**src/hdl/spl_pkg.sv**
```systemverilog
`timescale 1ns / 1ps

package spl_pkg;

	// command and reply characters
	localparam logic [7:0] CH_I = 8'h49;
	localparam logic [7:0] CH_A = 8'h41;
	localparam logic [7:0] CH_W = 8'h57;
	localparam logic [7:0] CH_R = 8'h52;
	localparam logic [7:0] CH_Y = 8'h59;
	localparam logic [7:0] CH_N = 8'h4E;

	// result kinds
	localparam logic [2:0] ACT_REPLY = 3'd0;
	localparam logic [2:0] ACT_ERASE = 3'd1;
	localparam logic [2:0] ACT_FILL  = 3'd2;
	localparam logic [2:0] ACT_WRITE = 3'd3;
	localparam logic [2:0] ACT_RESET = 3'd4;

	// configuration register indexes
	localparam logic [1:0] REG_SIG_FIRST  = 2'd0;
	localparam logic [1:0] REG_SIG_SECOND = 2'd1;
	localparam logic [1:0] REG_SIG_THIRD  = 2'd2;

	// command stream position
	typedef enum logic [3:0] {
		PH_CMD,
		PH_ID1,
		PH_ID2,
		PH_ID3,
		PH_ADDR_LO,
		PH_ADDR_HI,
		PH_SUM_LO,
		PH_SUM_HI,
		PH_DATA,
		PH_HALT
	} phase_t;

	// sequencer around the shared adder and the page buffer
	typedef enum logic [3:0] {
		ST_IDLE,
		ST_SUM_ADD,
		ST_SUM_FOLD,
		ST_CHECK,
		ST_RD_LO,
		ST_RD_HI,
		ST_FILL,
		ST_WRITE,
		ST_REPLY,
		ST_ADVANCE
	} eng_state_t;

endpackage

```
**src/hdl/serial_page_loader_command_engine.sv**
```systemverilog
`timescale 1ns / 1ps

// Ordinary command bytes: each result is registered at its beat and shows in the output register in the next cycle.
// Data bytes: an even position is only stored; an odd position also runs the checksum add and carry fold.
// Final page byte: each fill word is built from two buffer reads and then emitted.
// Async reset clears control, checksum and address state; the page buffer is not cleared.
module serial_page_loader_command_engine #(
	parameter int PAGE_BYTES = 64
) (
	input  logic        clk,
	input  logic        arst_n,

	input  logic        s_axis_tvalid,
	output logic        s_axis_tready,
	input  logic [7:0]  s_axis_tdata,   // rx_byte

	output logic        m_axis_tvalid,
	input  logic        m_axis_tready,
	output logic [39:0] m_axis_tdata,   // flash_address[15:0], fill_word[31:16], reply_byte[39:32]
	output logic [2:0]  m_axis_tuser,   // action
	output logic        m_axis_tlast,   // last_of_run

	input  logic        cfg_valid,
	output logic        cfg_ready,
	input  logic [1:0]  cfg_index,
	input  logic [7:0]  cfg_data
);

	localparam int CW = $clog2(PAGE_BYTES + 1);
	localparam int AW = $clog2(PAGE_BYTES);

	spl_pkg::eng_state_t state_q, state_d;
	spl_pkg::phase_t     phase_q, phase_d;

	logic [CW-1:0] count_q, count_d;
	logic [CW-1:0] idx_q, idx_d;
	logic [15:0]   load_addr_q, load_addr_d;
	logic [7:0]    low_q, low_d;
	logic [15:0]   exp_sum_q, exp_sum_d;
	logic [15:0]   run_sum_q, run_sum_d;
	logic [15:0]   part_sum_q, part_sum_d;
	logic          carry_q, carry_d;
	logic          id_mis_q, id_mis_d;
	logic          last_q, last_d;
	logic [7:0]    lo_byte_q, lo_byte_d;

	logic [7:0]    sig_first_q, sig_second_q, sig_third_q;

	logic          out_vld_q, out_vld_d;
	logic [2:0]    out_act_q, out_act_d;
	logic [15:0]   out_addr_q, out_addr_d;
	logic [15:0]   out_word_q, out_word_d;
	logic [7:0]    out_reply_q, out_reply_d;
	logic          out_last_q, out_last_d;

	// shared adder
	logic [15:0]   add_a, add_b;
	logic          add_cin;
	logic [16:0]   add_sum;

	// page buffer
	logic [7:0]    mem [PAGE_BYTES];
	logic          mem_we;
	logic [AW-1:0] mem_wa, mem_ra;
	logic [7:0]    mem_wd;
	logic [7:0]    rd_data_q;

	logic          in_beat;
	logic          out_free;
	logic [CW-1:0] count_inc;
	logic [CW-1:0] idx_inc;
	logic [CW:0]   idx_next2;
	logic          hi_ok;

	assign add_sum = {1'b0, add_a} + {1'b0, add_b} + {16'd0, add_cin};

	assign s_axis_tready = (state_q == spl_pkg::ST_IDLE) && !out_vld_q;
	assign in_beat       = s_axis_tvalid && s_axis_tready;
	assign out_free      = !out_vld_q || m_axis_tready;
	assign cfg_ready     = 1'b1;

	assign count_inc = count_q + CW'(1);
	assign idx_inc   = idx_q + CW'(1);
	assign idx_next2 = {1'b0, idx_q} + (CW+1)'(2);
	assign hi_ok     = idx_inc < CW'(PAGE_BYTES);

	assign m_axis_tvalid = out_vld_q;
	assign m_axis_tdata  = {out_reply_q, out_word_q, out_addr_q};
	assign m_axis_tuser  = out_act_q;
	assign m_axis_tlast  = out_last_q;

	always_comb begin
		state_d     = state_q;
		phase_d     = phase_q;
		count_d     = count_q;
		idx_d       = idx_q;
		load_addr_d = load_addr_q;
		low_d       = low_q;
		exp_sum_d   = exp_sum_q;
		run_sum_d   = run_sum_q;
		part_sum_d  = part_sum_q;
		carry_d     = carry_q;
		id_mis_d    = id_mis_q;
		last_d      = last_q;
		lo_byte_d   = lo_byte_q;

		out_vld_d   = out_vld_q && !m_axis_tready;
		out_act_d   = out_act_q;
		out_addr_d  = out_addr_q;
		out_word_d  = out_word_q;
		out_reply_d = out_reply_q;
		out_last_d  = out_last_q;

		add_a   = load_addr_q;
		add_b   = 16'(idx_q);
		add_cin = 1'b0;

		mem_we = 1'b0;
		mem_wa = count_q[AW-1:0];
		mem_wd = s_axis_tdata;
		mem_ra = idx_q[AW-1:0];

		case (state_q)
			spl_pkg::ST_IDLE: begin
				if (in_beat) begin
					// default result: a closing reply, overridden below
					out_act_d   = spl_pkg::ACT_REPLY;
					out_addr_d  = 16'd0;
					out_word_d  = 16'd0;
					out_reply_d = spl_pkg::CH_N;
					out_last_d  = 1'b1;
					case (phase_q)
						spl_pkg::PH_CMD: begin
							case (s_axis_tdata)
								spl_pkg::CH_I: begin
									id_mis_d = 1'b0;
									phase_d  = spl_pkg::PH_ID1;
								end
								spl_pkg::CH_A: begin
									phase_d = spl_pkg::PH_ADDR_LO;
								end
								spl_pkg::CH_W: begin
									out_vld_d  = 1'b1;
									out_act_d  = spl_pkg::ACT_ERASE;
									out_addr_d = load_addr_q;
									out_reply_d = 8'd0;
									phase_d    = spl_pkg::PH_SUM_LO;
								end
								spl_pkg::CH_R: begin
									out_vld_d   = 1'b1;
									out_act_d   = spl_pkg::ACT_RESET;
									out_reply_d = 8'd0;
									phase_d     = spl_pkg::PH_HALT;
								end
								default: begin
									out_vld_d = 1'b1;
								end
							endcase
						end
						spl_pkg::PH_ID1: begin
							if (s_axis_tdata != sig_first_q) id_mis_d = 1'b1;
							phase_d = spl_pkg::PH_ID2;
						end
						spl_pkg::PH_ID2: begin
							if (s_axis_tdata != sig_second_q) id_mis_d = 1'b1;
							phase_d = spl_pkg::PH_ID3;
						end
						spl_pkg::PH_ID3: begin
							out_vld_d = 1'b1;
							if (!id_mis_q && s_axis_tdata == sig_third_q)
								out_reply_d = spl_pkg::CH_Y;
							id_mis_d = id_mis_q || (s_axis_tdata != sig_third_q);
							phase_d  = spl_pkg::PH_CMD;
						end
						spl_pkg::PH_ADDR_LO: begin
							low_d   = s_axis_tdata;
							phase_d = spl_pkg::PH_ADDR_HI;
						end
						spl_pkg::PH_ADDR_HI: begin
							load_addr_d = {s_axis_tdata, low_q};
							out_vld_d   = 1'b1;
							out_reply_d = spl_pkg::CH_Y;
							phase_d     = spl_pkg::PH_CMD;
						end
						spl_pkg::PH_SUM_LO: begin
							low_d   = s_axis_tdata;
							phase_d = spl_pkg::PH_SUM_HI;
						end
						spl_pkg::PH_SUM_HI: begin
							exp_sum_d = {s_axis_tdata, low_q};
							run_sum_d = 16'd0;
							count_d   = '0;
							phase_d   = spl_pkg::PH_DATA;
						end
						spl_pkg::PH_DATA: begin
							mem_we  = 1'b1;
							count_d = count_inc;
							last_d  = count_inc == CW'(PAGE_BYTES);
							if (count_q[0]) begin
								// odd position: pair completes, add it in
								state_d = spl_pkg::ST_SUM_ADD;
							end else begin
								low_d = s_axis_tdata;
								if (count_inc == CW'(PAGE_BYTES))
									state_d = spl_pkg::ST_CHECK;
							end
							if (count_inc == CW'(PAGE_BYTES)) begin
								count_d = '0;
								phase_d = spl_pkg::PH_CMD;
							end
						end
						default: begin
							phase_d = spl_pkg::PH_HALT;
						end
					endcase
				end
			end

			spl_pkg::ST_SUM_ADD: begin
				// low_q holds the even byte; lo_byte_q caught the odd byte at its beat
				add_a      = run_sum_q;
				add_b      = {lo_byte_q, low_q};
				part_sum_d = add_sum[15:0];
				carry_d    = add_sum[16];
				state_d    = spl_pkg::ST_SUM_FOLD;
			end

			spl_pkg::ST_SUM_FOLD: begin
				// end-around carry
				add_a     = part_sum_q;
				add_b     = 16'd0;
				add_cin   = carry_q;
				run_sum_d = add_sum[15:0];
				state_d   = last_q ? spl_pkg::ST_CHECK : spl_pkg::ST_IDLE;
			end

			spl_pkg::ST_CHECK: begin
				idx_d = '0;
				if (run_sum_q != exp_sum_q) begin
					if (out_free) begin
						out_vld_d   = 1'b1;
						out_act_d   = spl_pkg::ACT_REPLY;
						out_addr_d  = 16'd0;
						out_word_d  = 16'd0;
						out_reply_d = spl_pkg::CH_N;
						out_last_d  = 1'b1;
						state_d     = spl_pkg::ST_IDLE;
					end
				end else begin
					state_d = spl_pkg::ST_RD_LO;
				end
			end

			spl_pkg::ST_RD_LO: begin
				mem_ra  = idx_q[AW-1:0];
				state_d = spl_pkg::ST_RD_HI;
			end

			spl_pkg::ST_RD_HI: begin
				lo_byte_d = rd_data_q;
				mem_ra    = hi_ok ? idx_inc[AW-1:0] : idx_q[AW-1:0];
				state_d   = spl_pkg::ST_FILL;
			end

			spl_pkg::ST_FILL: begin
				add_a = load_addr_q;
				add_b = 16'(idx_q);
				// keep the high byte on the read port while the sink stalls
				mem_ra = hi_ok ? idx_inc[AW-1:0] : idx_q[AW-1:0];
				if (out_free) begin
					out_vld_d   = 1'b1;
					out_act_d   = spl_pkg::ACT_FILL;
					out_addr_d  = add_sum[15:0];
					out_word_d  = {hi_ok ? rd_data_q : 8'd0, lo_byte_q};
					out_reply_d = 8'd0;
					out_last_d  = 1'b0;
					idx_d       = idx_next2[CW-1:0];
					if (idx_next2 >= (CW+1)'(PAGE_BYTES))
						state_d = spl_pkg::ST_WRITE;
					else
						state_d = spl_pkg::ST_RD_LO;
				end
			end

			spl_pkg::ST_WRITE: begin
				if (out_free) begin
					out_vld_d   = 1'b1;
					out_act_d   = spl_pkg::ACT_WRITE;
					out_addr_d  = load_addr_q;
					out_word_d  = 16'd0;
					out_reply_d = 8'd0;
					out_last_d  = 1'b0;
					state_d     = spl_pkg::ST_REPLY;
				end
			end

			spl_pkg::ST_REPLY: begin
				if (out_free) begin
					out_vld_d   = 1'b1;
					out_act_d   = spl_pkg::ACT_REPLY;
					out_addr_d  = 16'd0;
					out_word_d  = 16'd0;
					out_reply_d = spl_pkg::CH_Y;
					out_last_d  = 1'b1;
					state_d     = spl_pkg::ST_ADVANCE;
				end
			end

			spl_pkg::ST_ADVANCE: begin
				add_a       = load_addr_q;
				add_b       = 16'(PAGE_BYTES);
				load_addr_d = add_sum[15:0];
				state_d     = spl_pkg::ST_IDLE;
			end

			default: begin
				state_d = spl_pkg::ST_IDLE;
			end
		endcase
	end

	// control state with async reset; the odd data byte is kept for the pair add
	always_ff @(posedge clk or negedge arst_n) begin
		if (!arst_n) begin
			state_q     <= spl_pkg::ST_IDLE;
			phase_q     <= spl_pkg::PH_CMD;
			count_q     <= '0;
			idx_q       <= '0;
			load_addr_q <= 16'd0;
			low_q       <= 8'd0;
			exp_sum_q   <= 16'd0;
			run_sum_q   <= 16'd0;
			part_sum_q  <= 16'd0;
			carry_q     <= 1'b0;
			id_mis_q    <= 1'b0;
			last_q      <= 1'b0;
			lo_byte_q   <= 8'd0;
			out_vld_q   <= 1'b0;
		end else begin
			state_q     <= state_d;
			phase_q     <= phase_d;
			count_q     <= count_d;
			idx_q       <= idx_d;
			load_addr_q <= load_addr_d;
			low_q       <= low_d;
			exp_sum_q   <= exp_sum_d;
			run_sum_q   <= run_sum_d;
			part_sum_q  <= part_sum_d;
			carry_q     <= carry_d;
			id_mis_q    <= id_mis_d;
			last_q      <= last_d;
			lo_byte_q   <= (in_beat && phase_q == spl_pkg::PH_DATA) ? s_axis_tdata : lo_byte_d;
			out_vld_q   <= out_vld_d;
		end
	end

	always_ff @(posedge clk) begin
		out_act_q   <= out_act_d;
		out_addr_q  <= out_addr_d;
		out_word_q  <= out_word_d;
		out_reply_q <= out_reply_d;
		out_last_q  <= out_last_d;
	end

	always_ff @(posedge clk or negedge arst_n) begin
		if (!arst_n) begin
			sig_first_q  <= 8'd30;
			sig_second_q <= 8'd149;
			sig_third_q  <= 8'd15;
		end else if (cfg_valid && cfg_ready) begin
			case (cfg_index)
				spl_pkg::REG_SIG_FIRST:  sig_first_q  <= cfg_data;
				spl_pkg::REG_SIG_SECOND: sig_second_q <= cfg_data;
				spl_pkg::REG_SIG_THIRD:  sig_third_q  <= cfg_data;
				default: ;
			endcase
		end
	end

	always_ff @(posedge clk) begin
		if (mem_we)
			mem[mem_wa] <= mem_wd;
		rd_data_q <= mem[mem_ra];
	end

endmodule
```
**config.mk**
```make
export PLATFORM = sky130hd
export DESIGN_NAME = serial_page_loader_command_engine
export DESIGN_NICKNAME = d
export VERILOG_FILES = /design/src/hdl/spl_pkg.sv /design/src/hdl/serial_page_loader_command_engine.sv
export SDC_FILE = /design/constraint.sdc
export NUM_CORES = 1
export LEC_CHECK = 0
export ABC_AREA = 1
export BUFFER_PORTS_ARGS = -buffer_cell sky130_fd_sc_hd__buf_2
export CORE_ASPECT_RATIO = 1.2
export CORE_MARGIN = 8
export CORE_UTILIZATION = 60
export DETAILED_ROUTE_END_ITERATION = 10
export GPL_ROUTABILITY_DRIVEN = 0
export HOLD_SLACK_MARGIN = 0.1
export PLACE_DENSITY = 0.84
export SLEW_MARGIN = 40
export SYNTH_ARGS = -nofsm -noshare
export SYNTH_HDL_FRONTEND = slang
export SYNTH_SLANG_ARGS = --single-unit
```
**constraint.sdc**
```tcl
create_clock -name clk -period 8.8 [get_ports clk]
set_clock_uncertainty 0.1 [all_clocks]
set_input_delay 0.44 -clock clk [delete_from_list [all_inputs] [get_ports clk]]
set_output_delay 0.44 -clock clk [all_outputs]
set_load 0.01 [all_outputs]
```
==> run summary, run 1 <==
The run finished with clean final reports. The launch point of the critical path is state_q[1]. The met1 layer usage reported by global route is 32.9%. The global-route wire length before repair is 129 mm. The fraction of layout cells with a size suffix above 1 is 7.35%.

The overall routed net length is 83.3 mm. Global routing consumed, on the met2 layer, 43.9% of the routing resources. The final-stage net count is 3498. The final count of negative-setup-slack endpoints came out at 0. The xor/xnor share of the synthesized area is 0.846%. The most numerous cell in the Yosys netlist is sky130_fd_sc_hd__nand2_1. Global routing consumed, on the met3 layer, 5.42% of the routing resources. The part of the Yosys area used for sequential elements is 62.1%. The highest clock rate came out at 211 MHz. After synthesis the netlist holds a flip-flop and latch count of 688. Across all register-to-register paths, the minimum setup slack is 4.07 ns. The buffer levels on the longest clock path is 3. During synthesis, Yosys emitted a total of 0 warnings. The final critical-path required period came out at 4.73 ns. After synthesis, the mean cell area works out to 9.39 µm².

The leakage dissipation is 0.0156 µW. The share of synthesized flip-flops with an asynchronous set or reset is 18.8%. Sorting the synthesized cells by how often they occur yields sky130_fd_sc_hd__nand2_1, sky130_fd_sc_hd__inv_1, sky130_fd_sc_hd__edfxtp_1. The hold buffer count at cts came out at 11. Clock tree synthesis selected as its root buffer the cell sky130_fd_sc_hd__clkbuf_16. Once the clock tree was built, the setup fixing pass inserted 0 buffers. The max-slew violation count is 0. The cell count of the worst hold path is 1. The sum of net half-perimeters after detailed placement is 49.9 mm. In this run the tightest slew margin relative to its limit is 42.3%. The total DRC errors in the routed layout is 0. The chip height came out at 269 µm. After Yosys synthesis, full adders, half adders and majority gates account for 0.787% of the synthesized area. The path category of the worst min-delay check is input pin to flop. Global routing consumed, over all layers together, 26.9% of the routing resources. The path with the worst hold slack has its endpoint at mem[59][3]. The mapped cell area is 32100 µm².

The clock tree from TritonCTS is built. The H-tree was split into 3 levels. Setup repair after global routing left no endpoint under its margin. The final cycle utilization of the critical path came out at 53.7%. The share of Yosys cell area claimed by the top area cell type is 51.5%.

The predominant post-synthesis flop cell is sky130_fd_sc_hd__edfxtp_1. CTS saw 688 sinks. The region available for standard cell placement spans 53300 µm². The setup path with the least slack is of type flop to flop.

The clock buffer count from CTS is 66. Yosys attributes the largest share of cell area to sky130_fd_sc_hd__edfxtp_1, sky130_fd_sc_hd__nand2_1, sky130_fd_sc_hd__dfrtp_1. The count of pins on the block boundary came out at 70. The worst register-to-register path begins at state_q[1]. The repair_antennas step left the layout with diodes totalling 0. The layout overhead on the synthesized area is 9.77%.

After detailed placement, the total cell area comes to 33000 µm². For the final routed database, the setup TNS stands at 0 ns. The number of port buffers is 66. The number of enable flip-flop cells after synthesis came out at 551. Max-cap violations in this run came to 0.

In this run the horizontal extent of the chip is 227 µm. After synthesis, the largest family of logic cells by area is simple AND/OR/NAND/NOR gates. The via count of the first global-routing pass is 24000. Across the VDD grid, the largest voltage drop is 212 µV. The data required time at the worst endpoint is 9.16 ns.

The largest net degree at the start of global routing is 95. The highest fanout seen on the critical path is 19. STA classifies the critical path endpoint as a flop. The nature of the critical path startpoint is a flop. The via density per instance is 5.77. The post-synthesis cell type count came out at 46. Dividing total power by cell area gives a power density of 246 nW/µm². The first routing iteration left 2866 violations. Synthesis produced a netlist whose cell count is 3420. The clock latency on the worst-skew pair is 0.62 ns. After global routing the overflow that remains totals 0. The number of hold violations in the final report came out at 0. The floorplan has 93 rows. The number of routed nets with antenna violations came out at 0. The clock transition at the register clock pins on the worst setup and hold paths after CTS is 0.07 ns. The first-pass detailed-route iteration total is 7. The number of cells on the worst reg-to-reg path is 18. The measured slew at the worst slew-check pin is 0.866 ns.

The global-route layer with the greatest usage is met2. The simple-gate portion of the synthesized area is 22.0%. The biggest area contributor in the post-synthesis netlist is sky130_fd_sc_hd__edfxtp_1.

The worst min-delay path startpoint is s_axis_tdata[3]. The die covers 61200 µm². The detailed router placed 24300 vias in this run.

The post-CTS resize count came out at 0. The share of the synthesized area in compound gates (AO/OA/AOI/OAI) came out at 4.43%. The number of antenna violations at the first check in global routing came out at 2.

The post-route standard cell area excluding fillers is 35200 µm². The arrival time reported for the critical path endpoint came out at 5.09 ns. The endpoint identified for the worst register-to-register timing path is part_sum_q[8].

The average detailed-routed wire length per instance is 19.7 µm. Once the floorplan was initialized, standard cells occupied 60.2% of the core. The multiplexer share of the synthesized area is 0%.
-- routing by layer --
| layer | up-vias | share of wire, % |
|---|---|---|
| met2 | 1480 | 48 |
| met3 | 343 | 10 |
| li1 | 11100 | - |
| met5 | - | 0.095 |
| met4 | 4 | 5.5 |
| met1 | 11400 | 36 |
-- cell usage in the layout (no fill, tap or decap), types with 21 or more instances in the layout --
master and instances:
sky130_fd_sc_hd__o21ai_0 114, sky130_fd_sc_hd__nand2_1 822, sky130_fd_sc_hd__inv_1 642, sky130_fd_sc_hd__o22ai_1 37
sky130_fd_sc_hd__xor2_1 24, sky130_fd_sc_hd__dfrtp_1 116, sky130_fd_sc_hd__edfxtp_1 551, sky130_fd_sc_hd__nor2_2 22
sky130_fd_sc_hd__a21oi_1 30, sky130_fd_sc_hd__o221ai_1 21, sky130_fd_sc_hd__clkbuf_16 67, sky130_fd_sc_hd__buf_4 23
sky130_fd_sc_hd__nor2_1 240, sky130_fd_sc_hd__buf_2 65, sky130_fd_sc_hd__nand3_1 500
-- worst max-delay path by stage --
| stage | endpoint | slack (ns) |
|---|---|---|
| floorplan | out_addr_q[8] | 5.33 |
| global placement | out_addr_q[8] | 4.40 |
| detailed placement | out_addr_q[8] | 4.26 |
| CTS | part_sum_q[8] | 4.22 |
| global route | part_sum_q[8] | 3.75 |
| finish | part_sum_q[8] | 4.07 |
-- layout make-up --
| type | count | area [µm²] |
|---|---|---|
| sequential | 688 | 20000 |
| tap | 712 | 891 |
| multi-input combinational | 1932 | 9080 |
| clock inverter | 31 | 267 |
| inverter | 657 | 2470 |
| timing repair buffer | 111 | 793 |
| clock buffer | 89 | 1790 |
| fill | 3938 | 18100 |
-- per-stage QoR --
stage	total power (µW)	utilization, %	hold slack [ns]	setup slack [ns]	cells
final	8670	66.1	0.146	4.07	4220
after global routing	9000	66.1	0.146	3.75	4220
after CTS	8640	66.0	0.120	4.22	4219
after detailed placement	5920	61.9	0.318	4.26	4088
after global placement	5840	61.8	0.315	4.40	4085
after floorplan	5310	-	0.0444	5.33	3421
-- critical path: stages, from the launching register on --
cell and delay [ns]:
sky130_fd_sc_hd__dfrtp_1 0.43, sky130_fd_sc_hd__inv_1 0.12, sky130_fd_sc_hd__nor2_1 0.07, sky130_fd_sc_hd__nand2_1 0.08, sky130_fd_sc_hd__buf_4 0.27, sky130_fd_sc_hd__inv_2 0.23
sky130_fd_sc_hd__nor2_1 0.69, sky130_fd_sc_hd__inv_1 0.35, sky130_fd_sc_hd__o221ai_1 0.27, sky130_fd_sc_hd__fa_1 0.23, sky130_fd_sc_hd__inv_1 0.07, sky130_fd_sc_hd__fa_1 0.46
sky130_fd_sc_hd__inv_1 0.07, sky130_fd_sc_hd__nand3_1 0.06, sky130_fd_sc_hd__nand2_1 0.13, sky130_fd_sc_hd__a21boi_0 0.20, sky130_fd_sc_hd__o21ai_0 0.37, sky130_fd_sc_hd__xnor2_1 0.23
sky130_fd_sc_hd__o21ai_0 0.14
-- cells by family after synthesis --
logic type               after synthesis
XOR/XNOR                              31
buffers and inverters                801
other                                  2
adder cells (fa/ha/maj)               19
flip-flops                           688
AND/OR/NAND/NOR                     1636
AO/OA/AOI/OAI                        243
-- report_power, final --
| group | total [µW] | switching (µW) | leakage (µW) | internal [µW] |
|---|---|---|---|---|
| clock network | 2750 | 1220 | 0.000996 | 1530 |
| logic | 1990 | 1390 | 0.00808 | 607 |
| registers | 3920 | 138 | 0.00655 | 3790 |
-- state kept, by name, indices dropped and copies added (netlist names), 3 cells and up --
register      count
out_addr_q       16
out_reply_q       3
run_sum_q        16
sig_third_q       8
out_word_q       16
low_q             8
idx_q             6
count_q           7
rd_data_q         8
load_addr_q      16
lo_byte_q         8
sig_first_q       8
sig_second_q      8
phase_q           4
exp_sum_q        16
part_sum_q       16
mem             512
state_q           4
m_axis_tuser      3
(Power assumes the default switching activity.)
==> run 2, diff against run 1 <==
==> constraint.sdc (replaced) <==
create_clock -name clk -period 4.7 [get_ports clk]
set_clock_uncertainty 0.1 [all_clocks]
set_input_delay 0.235 -clock clk [delete_from_list [all_inputs] [get_ports clk]]
set_output_delay 0.235 -clock clk [all_outputs]
set_load 0.01 [all_outputs]
==> run summary, run 2 (same netlist as run 1, synthesis figures left out) <==
The run finished with clean final reports. The first detailed-routing pass took 8 iterations. The initial cell density of the core came out at 60.2%.

The area of placed instances is 33000 µm². The final cycle utilization of the critical path came out at 86.6%. Buffers inserted during clock tree synthesis total 67.

The tree is rooted in a sky130_fd_sc_hd__clkbuf_16. At the later pin of the worst-skew pair, clock insertion delay measures 0.63 ns. The number of H-tree levels is 3. The highest fanout seen on the critical path is 11. The buffer levels on the longest clock path is 3. In the final design database the tool counted 3511 nets. After the first detailed-routing iteration, the DRC count stood at 3443. The most common cell after layout, fill and taps aside is sky130_fd_sc_hd__nand2_1. The max-slew violation count is 0.

The number of routed nets with antenna violations came out at 0. The arrival time reported for the critical path endpoint is 4.33 ns. The width of the die came out at 227 µm. The worst setup path is launched from a flop. The number of cells on the worst reg-to-reg path is 18. Cells with a size suffix above 1 make up 7.27% of the layout. mem holds more flip-flops than any other register. The overall routed net length is 84.4 mm. The flip-flop count of the largest register after layout came out at 512. The min-delay analysis places its worst path in the category input pin to asynchronous set/reset pin.

The chip height is 269 µm. The number of antenna violations at the first check in global routing is 1. Across the run, the number of max-cap violations was 0. The die covers 61200 µm². The total track usage came out at 27.3%. The leakage dissipation is 0.0157 µW. The power density normalized to cell area came out at 463 nW/µm². After detailed routing, the average wire length per cell comes to 19.9 µm. The measured slew at the worst slew-check pin is 0.942 ns. Measured on the finished design, the core utilization comes to 66.4%.

The via density per instance is 5.81. The cell row count is 93. Setup repair after global routing left no endpoint under its margin.

The final critical-path required period came out at 4.07 ns. The normalized max-slew margin came out at 37.2%. The worst setup path is captured at a flop. STA puts the critical path data required time at 4.96 ns.

The post-CTS resize count came out at 0. The number of hold violations in the final report is 0. The setup check on the worst reg-to-reg path leaves a slack of 0.63 ns. The count of vias placed by the detailed router came out at 24600.

The layout filler cell count came out at 3853. The number of port buffers came out at 66. TritonCTS built the clock tree. The sum of net half-perimeters after detailed placement is 52.1 mm. The post-route standard cell area excluding fillers came out at 35400 µm². The highest clock rate came out at 246 MHz. The total area inside the core boundary comes to 53300 µm². After detailed routing, the number of remaining DRC violations is 0. The sink count of the clock tree came out at 688. The largest net degree at the start of global routing is 93.

The first global-routing pass estimated 130 mm of wire. The sequential cell area is 20000 µm². The kind of critical path is flop to flop.

The global-route congestion overflow total is 0. In the final layout, the multi-input gates occupy 9060 µm². Setup violations remaining at the end of the flow were counted as 0. The worst-case IR drop observed on VDD is 354 µV. In the final timing run, aggregate negative setup slack is 0 ns.

The clock transition at the register clock pins on the worst setup and hold paths after CTS is 0.07 ns. The top cell types in the final layout, fill and taps aside, are sky130_fd_sc_hd__nand2_1, sky130_fd_sc_hd__inv_1, sky130_fd_sc_hd__edfxtp_1. Pin placement for this block handled 70 I/O pins. From synthesis to final layout, the design area changed by 10.3%. The via count of the first global-routing pass came out at 23800.
-- run 2: cell types whose count changed in the layout (fill, tap and decap cells not counted), moves of 3 or more --
cell                            change
sky130_fd_sc_hd__clkbuf_1           -3
sky130_fd_sc_hd__buf_4              +6
sky130_fd_sc_hd__nor2_1            +10
sky130_fd_sc_hd__inv_6              -3
sky130_fd_sc_hd__clkinvlp_4         -3
sky130_fd_sc_hd__clkbuf_8           +3
sky130_fd_sc_hd__dlygate4sd3_1      +7
sky130_fd_sc_hd__nor2_2            -12
-- run 2: worst paths after layout --
kind,from,end
worst max-delay path,state_q[1],out_addr_q[8]
min in group clk,cfg_valid,sig_first_q[4]
worst min-delay path,arst_n,carry_q
max in group asynchronous,arst_n,lo_byte_q[2]
worst min register to register,part_sum_q[9],part_sum_q[9]
worst max register to register,state_q[1],out_addr_q[8]
-- run 2: critical path, stage by stage, from the launching register on --
cell                       delay [ns]
sky130_fd_sc_hd__dfrtp_1         0.44
sky130_fd_sc_hd__inv_1           0.12
sky130_fd_sc_hd__nor2_1          0.06
sky130_fd_sc_hd__nand2_1         0.09
sky130_fd_sc_hd__inv_2           0.05
sky130_fd_sc_hd__nor2_2          0.46
sky130_fd_sc_hd__inv_1           0.30
sky130_fd_sc_hd__o221ai_1        0.28
sky130_fd_sc_hd__fa_1            0.25
sky130_fd_sc_hd__inv_1           0.07
sky130_fd_sc_hd__fa_1            0.46
sky130_fd_sc_hd__inv_1           0.07
sky130_fd_sc_hd__nand3_1         0.06
sky130_fd_sc_hd__nand2_1         0.15
sky130_fd_sc_hd__a21boi_0        0.19
sky130_fd_sc_hd__o21ai_0         0.35
sky130_fd_sc_hd__xor2_1          0.11
sky130_fd_sc_hd__nand2_1         0.08
sky130_fd_sc_hd__nand3_1         0.09
-- run 2: stage by stage --
| step | instances | power, µW | hold slack, ns | setup WS [ns] |
|---|---|---|---|---|
| 2_1_floorplan | 3421 | 9940 | -0.161 | 1.23 |
| 3_3_place_gp | 4091 | 10900 | 0.243 | 0.507 |
| 3_5_place_dp | 4093 | 11100 | 0.237 | 0.687 |
| 4_1_cts | 4231 | 16300 | 0.129 | 0.673 |
| 5_1_grt | 4232 | 17000 | 0.206 | 0.261 |
| 6_report | 4233 | 16400 | 0.133 | 0.630 |
-- run 2: layer usage --
layer	vias to the layer above	GRT usage, %	routed length, µm
met4	0	17.1	5100
li1	11100	-	-
met5	-	0	0
met1	11500	34.0	30000
met2	1646	43.2	40000
met3	348	5.47	9310
-- run 2: power breakdown --
group / switching, µW / internal (µW)
logic: 2630 / 1120
clock network: 2300 / 3010
registers: 248 / 7090
-- run 2: what timing repair did --
| item | CTS | global route |
|---|---|---|
| hold buffers | 18 | 0 |
| buffers inserted | 0 | 0 |
| hold endpoints to repair | 140 | 0 |
-- run 2: cell type report --
type | count | area share, %
Clock inverter | 30 | 0.799
Tap cell | 712 | 2.52
Antenna cell | 1 | 0.00707
Multi-Input combinational cell | 1932 | 25.6
Inverter | 657 | 6.97
Timing Repair Buffer | 123 | 2.52
Clock buffer | 90 | 5.24
Sequential cell | 688 | 56.3
